## src/hw/rtl/fdtd_1d_field_update_macros.svh

```systemverilog
// Assertion macros for the one-dimensional FDTD field update block.
// Depends on nothing; the including module must have i_clk and i_rst_n.
`ifndef FDTD_1D_FIELD_UPDATE_MACROS_SVH
`define FDTD_1D_FIELD_UPDATE_MACROS_SVH

// Checked on every rising edge outside of reset.
`define FDTD_ASSERT(lbl, prop, msg) \
    lbl: assert property (@(posedge i_clk) disable iff (!i_rst_n) prop) \
        else $error(msg);

// Checked on every rising edge, reset included.
`define FDTD_ASSERT_ALWAYS(lbl, prop, msg) \
    lbl: assert property (@(posedge i_clk) prop) \
        else $error(msg);

`endif

```

## src/hw/rtl/fdtd1d_pkg.sv

```systemverilog
// Shared types and constants of the one-dimensional FDTD field update block.
// Depends on nothing; used by the cell, the update pipeline and the top level.
package fdtd1d_pkg;

    // One grid cell as it travels around the ring.
    typedef struct packed {
        logic signed [31:0] e;
        logic signed [31:0] h;
        logic signed [31:0] d;
        logic        [16:0] inv;
        logic signed [31:0] p;
    } t_cell;

    // Per-word control that travels with a cell through the update pipeline.
    typedef struct packed {
        logic valid;
        logic first;
    } t_ctrl;

    localparam logic [16:0] INV_EPS_ONE  = 17'd65536;
    localparam logic [16:0] COURANT_INIT = 17'd32768;
    localparam logic [19:0] FOUR_PI_Q16  = 20'd823550;

    localparam t_cell CELL_RESET = '{e: 32'sd0, h: 32'sd0, d: 32'sd0,
                                     inv: INV_EPS_ONE, p: 32'sd0};

    // Depth of the update pipeline that closes the ring.
    localparam int PIPE_DEPTH = 6;

    // Medium modes; any other code behaves as vacuum.
    localparam logic [1:0] MODE_VACUUM = 2'd0;
    localparam logic [1:0] MODE_DIEL   = 2'd1;
    localparam logic [1:0] MODE_POLAR  = 2'd2;

    // Commands.
    localparam logic [1:0] CMD_WR_FIELDS   = 2'd0;
    localparam logic [1:0] CMD_WR_MATERIAL = 2'd1;
    localparam logic [1:0] CMD_READ        = 2'd2;
    localparam logic [1:0] CMD_STEP        = 2'd3;

    // Configuration register indexes.
    localparam logic [1:0] REG_COURANT = 2'd0;
    localparam logic [1:0] REG_MODE    = 2'd1;

endpackage

```

## src/hw/rtl/fdtd1d_cell.sv

```systemverilog
// One storage cell of the field ring: holds a grid cell and passes it on.
// Depends on fdtd1d_pkg for the cell record and its reset value.
module fdtd1d_cell
    import fdtd1d_pkg::*;
(
    input  logic  i_clk,
    input  logic  i_rst_n,
    input  logic  i_shift,
    input  t_cell i_d,
    output t_cell o_q
);

    t_cell r_q;

    always_ff @(posedge i_clk) begin
        if (!i_rst_n) begin
            r_q <= CELL_RESET;
        end else if (i_shift) begin
            r_q <= i_d;
        end
    end

    assign o_q = r_q;

endmodule

```

## config.mk

```make
export PLATFORM = sky130hd
export DESIGN_NAME = fdtd1d_cell
export DESIGN_NICKNAME = d
export VERILOG_FILES = /design/src/hw/rtl/fdtd_1d_field_update_macros.svh /design/src/hw/rtl/fdtd1d_pkg.sv /design/src/hw/rtl/fdtd1d_cell.sv
export SDC_FILE = /design/constraint.sdc
export NUM_CORES = 1
export LEC_CHECK = 0
export BUFFER_PORTS_ARGS = -buffer_cell sky130_fd_sc_hd__buf_2
export CORE_MARGIN = 1.5
export CORE_UTILIZATION = 40
export DETAILED_ROUTE_END_ITERATION = 8
export GPL_TIMING_DRIVEN = 0
export PLACE_DENSITY = 0.82
export REMOVE_ABC_BUFFERS = 1
export SLEW_MARGIN = 20
export SYNTH_ARGS = -nofsm -noshare
export SYNTH_HDL_FRONTEND = slang
export SYNTH_SLANG_ARGS = --single-unit
```

## constraint.sdc

```tcl
create_clock -name i_clk -period 1 [get_ports i_clk]
set_clock_uncertainty 0.05 [all_clocks]
set_input_delay 0.05 -clock i_clk [delete_from_list [all_inputs] [get_ports i_clk]]
set_output_delay 0.05 -clock i_clk [all_outputs]
set_load 0.1 [all_outputs]
```

[Word level (Yosys, flattened, before mapping)]
Index checks and enable logic that the tools add are counted.
Storage, ports and cells
  ROM bits: 0
  input bits: 148
  memories: 0
  output and inout bits: 145
  memory bits (writable): 0
  latch bits: 0
  register bits after elaboration: 145
  logic and storage cells: 5
Cells by class
  reduce and logical (&&, ||, !) cells: 0
  muxes and demuxes: 0
  shift operators: 0
  equality and inequality tests: 0
  divide/modulo/power cells: 0
  $mul: 0
  order comparisons: 0
  bitwise gates (word level): 0
  add/subtract/negate cells: 0

[Depth between registers and ports, before layout]
Gate-level depths: netlist of run 1.
  depth in word-level cells: 0
  gate-level depth with buffers: 5
  depth with buffers taken out: 2

[Least setup slack after synthesis of run 1]
OpenSTA, ideal clock, no wires.
  kind: reg-to-reg
  from: reg, netlist name o_q[0]
  to: reg r_q (netlist bit o_q[0])
  setup slack: -0.311 ns
  data arrival time: 1.194 ns
  data required time: 0.883 ns
  path buffers: 0
  setup time: 0.067 ns
  period minus slack after synthesis: 1.311 ns
  stages on the path, launching flop included: 3
  cells stage by stage: dfxtp_1 > mux2i_1 > nor2b_1
RTL lines
  end signal: assignment: line fdtd1d_cell.sv:19  | r_q <= i_d;
  end: declaration: line fdtd1d_cell.sv:13  | t_cell r_q;

[Worst setup path in the final report of run 1]
  from: reg r_q (netlist bit o_q[143])
  to: out o_q[143] (netlist name)
RTL lines
  end: declaration: line fdtd1d_cell.sv:10  | output t_cell o_q
No word-level cell between the ends.

==> impl_metrics.py, run 1 <==
metrics = {
    "drt": {
        "wl_per_cell_um": 22.1,
        "dr.pass1.iters": 4,
        "drt_iter0_markers": 225,
        "vias": 5430,
        "antenna_violating_nets_post_route": 0,
        "detail_route.vias_per_cell": 4.91,
        "drc_violation_count_after_routing": 0,
        "wirelength_routed_mm": 24.4,
    },
    "floorplanning": {
        "die_width_um": 120,
        "core_region_area_mm2": 0.0133,
        "dieArea_mm2": 0.0144,
        "die_extent_in_y_um": 120,
        "num_io_pins": 293,
        "rows": 42,
        "initial_core_util_pct": 41.1,
    },
    "layout": {
        "final_layout_size_suffix_gt1_share_pct": 52.9,
        "antennaDiodeCount": 0,
        "nFillCells": 485,
        "layout.cells.most_common": "sky130_fd_sc_hd__buf_12",
        "final_cell_count_no_fill": 1105,
        "fin_nets": 1064,
        "final_core_utilization_pct": 88.3,
        "syn2layout_area_growth_pct": 115,
        "layout.cells.most_common_list": "sky130_fd_sc_hd__buf_12 (146), sky130_fd_sc_hd__mux2i_1 (145), sky130_fd_sc_hd__dlygate4sd3_1 (145), sky130_fd_sc_hd__buf_2 (145), sky130_fd_sc_hd__nor2b_1 (144)",
        "largest_register_ffs": 145,
        "fin_area_mm2": 0.0117,
    },
    "pwr": {
        "static_leak_nw": 5.24,
        "p_total_mw": 19.0,
        "ir_drop_worst_case_vdd_mv": 1.52,
        "power-per-cell-area_mw_per_mm2": 1620,
    },
    "cts": {
        "insertion_delay_ns": 0.42,
        "clk_pin_slew_worst_paths_ns": 0.07,
        "clockBufferDepth": 2,
        "clock_tree_from_tritoncts": "yes",
        "cts-htree-levels": 4,
        "inserted_clock_buffers": 17,
        "cts.sink_count": 145,
        "cts_root_buffer": "sky130_fd_sc_hd__clkbuf_16",
    },
    "critical_path": {
        "worst_path_top_cell_family_by_delay": "flip-flops",
        "cp.buffers_inverters": 1,
        "reg2reg_setup_slack_ns": 0.06,
        "setup.worst_path.start_class": "register",
        "crit_path_end_kind": "output pin",
        "maximum_single_stage_delay_on_the_critical_path_ns": 0.39,
        "timing.critical_path.arrival_ns": 1.00,
        "critical_path_class": "reg2out",
        "critical_path_peak_fanout": 2,
        "crit_required_ns": 0.90,
        "critical-path-slowest-cell": "sky130_fd_sc_hd__dfxtp_2",
        "path_cells": "buf_12",
    },
    "job": {
        "timing.max_cap.violations": 0,
    },
    "sta": {
        "timing.final.setup_violations": 145,
        "setup_total_negative_slack_ns": -8.62,
        "period_minus_slack_ns": 1.10,
        "finalHoldViolations": 0,
        "fin_ws_ns": -0.101,
        "setup_repair_after_global_routing_missed_its_margin": "true",
        "timing.final.max_slew_violations": 0,
        "period_share_pct": 110,
        "timing.max_slew.rel_slack_pct": 57.7,
        "finalHoldWorstSlack_ns": 0.0713,
        "max_clock_freq_ghz": 0.908,
        "tightestPinTransition_ns": 0.635,
    },
    "synthesis": {
        "synthDistinctLibCells": 8,
        "synth_warnings": 0,
        "ys_seq_area_share_pct": 53.2,
        "post_synth_inst_count": 467,
        "synth_seq_cells": 145,
        "post_synth.cell_area_avg_um2": 11.7,
        "synth.cell_area_mm2": 0.00546,
    },
    "placement": {
        "total_cell_area_at_the_placement_stage_mm2": 0.00700,
        "io_buffers": 292,
        "place_congestion": 0.759,
        "placement.setup.worst_slack_ns": -0.597,
        "post-dp-hpwl_mm": 8.74,
        "placed_cells_incl_taps": 905,
    },
    "global_routing": {
        "antenna_found_initial": 0,
        "first_global_vias": 5992,
        "largest_net_degree_at_the_start_of_global_routing": 75,
        "grt_pass1_wl_mm": 33.9,
        "grt_overflow": 0,
        "grtUsageTotal_pct": 31.4,
    },
    "status": {
        "violations": "negative setup slack",
        "run_status": "finished with violations",
    },
    "min_path": {
        "min_path_type": "in2reg",
    },
}
## worst reg2reg max path: stages (launching register included)
cell	delay, ns
sky130_fd_sc_hd__dfxtp_4	0.35
sky130_fd_sc_hd__buf_4	0.13
sky130_fd_sc_hd__mux2i_1	0.22
sky130_fd_sc_hd__nor2b_1	0.07
## cell type report
class	count	area [um^2]	area share [%]
repair buffers	462	5380	45.8
clock buffers	20	437	3.72
flip-flops and latches	145	3190	27.2
multi-input cells	290	2360	20.1
well taps	176	220	1.88
clock inverters	12	159	1.35
## power by group
part | internal (mW) | total [mW] | leakage, nW | switching, mW
Clock | 3.94 | 6.57 | 0.273 | 2.63
Sequential | 6.14 | 6.57 | 1.26 | 0.425
Combinational | 2.39 | 5.88 | 3.71 | 3.50
## what timing repair did
| item | in CTS | in global routing |
|---|---|---|
| hold buffers | 145 | 0 |
| hold endpoints to repair | 145 | 0 |
| setup endpoints to repair | 219 | 182 |
| cloned | 1 | 1 |
| gates resized for setup | 727 | 44 |
| setup buffers | 1 | 20 |
## kinds of logic after synthesis
logic type	Yosys count	share of synthesized area, %
muxes	145	26.6
and+or+nand+nor	145	16.6
buffers and inverters	32	3.71
DFF	145	53.1
## final timing paths
kind                                from       end  cells after the start
worst max register to register  o_q[130]  o_q[130]                      3
worst min register to register   o_q[26]   o_q[26]                      2
worst min-delay path             i_shift   o_q[52]                      3
worst max-delay path            o_q[143]  o_q[143]                      1
## cell usage after synthesis
cell type	instances	area (um^2)
sky130_fd_sc_hd__mux2i_1	145	1450
sky130_fd_sc_hd__dfxtp_1	145	2900
sky130_fd_sc_hd__clkbuf_1	14	52.6
sky130_fd_sc_hd__nor2b_1	144	901
sky130_fd_sc_hd__buf_4	9	67.6
sky130_fd_sc_hd__buf_6	6	67.6
sky130_fd_sc_hd__nand2_1	1	3.75
sky130_fd_sc_hd__buf_2	3	15.0
## metal layers
metal	vias to the layer above	global-route usage (%)	wire length [um]
li1	2436	-	-
met5	-	0	0
met2	304	57.3	12600
met1	2583	29.9	8360
met4	0	20.2	1580
met3	107	11.0	1860
(Power assumes the default switching activity.)
==> run 2, diff against run 1 <==
--- a/config.mk
+++ b/config.mk
@@ -10,7 +10,7 @@
 export CORE_UTILIZATION = 40
 export DETAILED_ROUTE_END_ITERATION = 8
 export GPL_TIMING_DRIVEN = 0
-export PLACE_DENSITY = 0.82
+export PLACE_DENSITY = 0.79
 export REMOVE_ABC_BUFFERS = 1
 export SLEW_MARGIN = 20
 export SYNTH_ARGS = -nofsm -noshare
==> constraint.sdc (replaced) <==
create_clock -name i_clk -period 1.27 [get_ports i_clk]
set_clock_uncertainty 0.05 [all_clocks]
set_input_delay 0.0635 -clock i_clk [delete_from_list [all_inputs] [get_ports i_clk]]
set_output_delay 0.0635 -clock i_clk [all_outputs]
set_load 0.1 [all_outputs]
==> impl_metrics.py, run 2 (synthesized netlist as in run 1, its figures left out) <==
metrics = {
    "critical_path": {
        "critical_path_peak_fanout": 2,
        "path_cells": "buf_4",
        "timing.critical_path.arrival_ns": 1.11,
        "critical_path_class": "reg2out",
        "maximum_single_stage_delay_on_the_critical_path_ns": 0.38,
        "cp.buffers_inverters": 1,
        "crit_required_ns": 1.16,
        "worst_path_top_cell_family_by_delay": "flip-flops",
        "critical-path-slowest-cell": "sky130_fd_sc_hd__dfxtp_1",
        "setup.worst_path.start_class": "register",
        "crit_path_end_kind": "output pin",
    },
    "layout": {
        "multi_input_comb_area_mm2": 0.00236,
        "nFillCells": 866,
        "fin_area_mm2": 0.00938,
        "fin_nets": 1041,
        "layout.cells.most_common": "sky130_fd_sc_hd__buf_4",
        "final_layout_size_suffix_gt1_share_pct": 35.6,
        "final_core_utilization_pct": 70.6,
        "largest_register_ffs": 145,
        "syn2layout_area_growth_pct": 71.8,
        "final_cell_count_no_fill": 1080,
        "layout.cells.most_common_list": "sky130_fd_sc_hd__buf_4 (146), sky130_fd_sc_hd__mux2i_1 (145), sky130_fd_sc_hd__dlygate4sd3_1 (145), sky130_fd_sc_hd__buf_2 (145), sky130_fd_sc_hd__dfxtp_1 (145)",
        "area.sequential_mm2": 0.00290,
        "antennaDiodeCount": 0,
    },
    "sta": {
        "setup_repair_after_global_routing_missed_its_margin": "false",
        "period_minus_slack_ns": 1.22,
        "tightestPinTransition_ns": 0.656,
        "timing.final.max_slew_violations": 0,
        "timing.final.setup_violations": 0,
        "period_share_pct": 96.1,
        "timing.max_slew.rel_slack_pct": 56.3,
        "max_clock_freq_ghz": 0.819,
        "finalHoldViolations": 0,
    },
    "cts": {
        "cts-htree-levels": 4,
        "clk_pin_slew_worst_paths_ns": 0.06,
        "clock_tree_from_tritoncts": "yes",
        "cts.sink_count": 145,
        "cts_root_buffer": "sky130_fd_sc_hd__clkbuf_16",
        "insertion_delay_ns": 0.41,
        "clockBufferDepth": 2,
        "post-cts-setup-buffer-count": 0,
        "inserted_clock_buffers": 17,
    },
    "pwr": {
        "power-per-cell-area_mw_per_mm2": 1430,
        "ir_drop_worst_case_vdd_mv": 0.919,
        "static_leak_nw": 4.55,
        "p_total_mw": 13.4,
    },
    "drt": {
        "drt_iter0_markers": 197,
        "wirelength_routed_mm": 16.7,
        "drc_violation_count_after_routing": 0,
        "vias": 4887,
        "wl_per_cell_um": 15.5,
        "dr.pass1.iters": 4,
        "antenna_violating_nets_post_route": 0,
        "detail_route.vias_per_cell": 4.53,
    },
    "floorplanning": {
        "dieArea_mm2": 0.0144,
        "rows": 42,
        "die_width_um": 120,
        "die_extent_in_y_um": 120,
        "core_region_area_mm2": 0.0133,
        "initial_core_util_pct": 41.1,
        "num_io_pins": 293,
    },
    "global_routing": {
        "grt_pass1_wl_mm": 26.2,
        "first_global_vias": 5238,
        "largest_net_degree_at_the_start_of_global_routing": 80,
        "grt_overflow": 0,
        "grtUsageTotal_pct": 23.3,
        "antenna_found_initial": 0,
    },
    "placement": {
        "io_buffers": 292,
        "placed_cells_incl_taps": 905,
        "post-dp-hpwl_mm": 8.91,
        "place_congestion": 0.735,
        "total_cell_area_at_the_placement_stage_mm2": 0.00700,
    },
    "min_path": {
        "min_path_type": "in2reg",
    },
    "status": {
        "run_status": "complete, no violations",
    },
    "job": {
        "timing.max_cap.violations": 0,
    },
}
## run 2: worst min-delay path: cells and delay by family
| family | cells | cell delay, ns |
|---|---|---|
| buf+inv | 1 | 0.20 |
| mux | 1 | 0.17 |
| simple gates | 1 | 0.09 |
## run 2: timing repair
item / in CTS / in global routing
hold buffers: 145 / 0
endpoints found under the setup margin: 145 / 8
gates cloned: 0 / 0
resized for setup: 145 / 1
endpoints found under the hold margin: 145 / 0
## run 2: area by class of cell
| cell class | instances | share of cell area (%) |
|---|---|---|
| multi-input cells | 290 | 25.1 |
| clock buffers | 20 | 4.76 |
| flip-flops and latches | 145 | 30.9 |
| repair buffers | 439 | 35.6 |
| well taps | 176 | 2.35 |
| clock inverters | 10 | 1.21 |
## run 2: worst paths after layout
| check | start | end | slack [ns] | cells after the start |
|---|---|---|---|---|
| worst max-delay path | o_q[60] | o_q[60] | 0.05 | 1 |
| worst min-delay path | i_shift | o_q[55] | 0.10 | 3 |
| worst max register to register | o_q[6] | o_q[6] | 0.47 | 2 |
| worst min register to register | o_q[48] | o_q[48] | 0.44 | 2 |
## run 2: metal layers
layer  global-route usage, %  wire (um)  vias up
met3                    7.08       1080       39
met4                    10.4        502        0
met2                    42.5       8590      202
met5                       0          0        -
met1                    24.6       6530     2248
li1                        -          -     2398
## run 2: report_power, final
| part | total, mW | internal (mW) | switching [mW] | leakage [nW] |
|---|---|---|---|---|
| sequential | 4.98 | 4.83 | 0.156 | 1.20 |
| combinational | 3.72 | 1.14 | 2.59 | 3.08 |
| clock | 4.74 | 2.91 | 1.83 | 0.275 |
| total | 13.4 | 8.87 | 4.57 | 4.55 |
## run 2: metrics by stage
stage               hold slack, ns  setup TNS [ns]  setup slack, ns
global placement             0.233         -355.94            -2.54
global route                 0.147               0           0.0132
floorplan                   0.0754           -5.87          -0.0407
detailed placement           0.247          -22.62           -0.347
CTS                          0.162               0           0.0163
finish                       0.104               0           0.0489
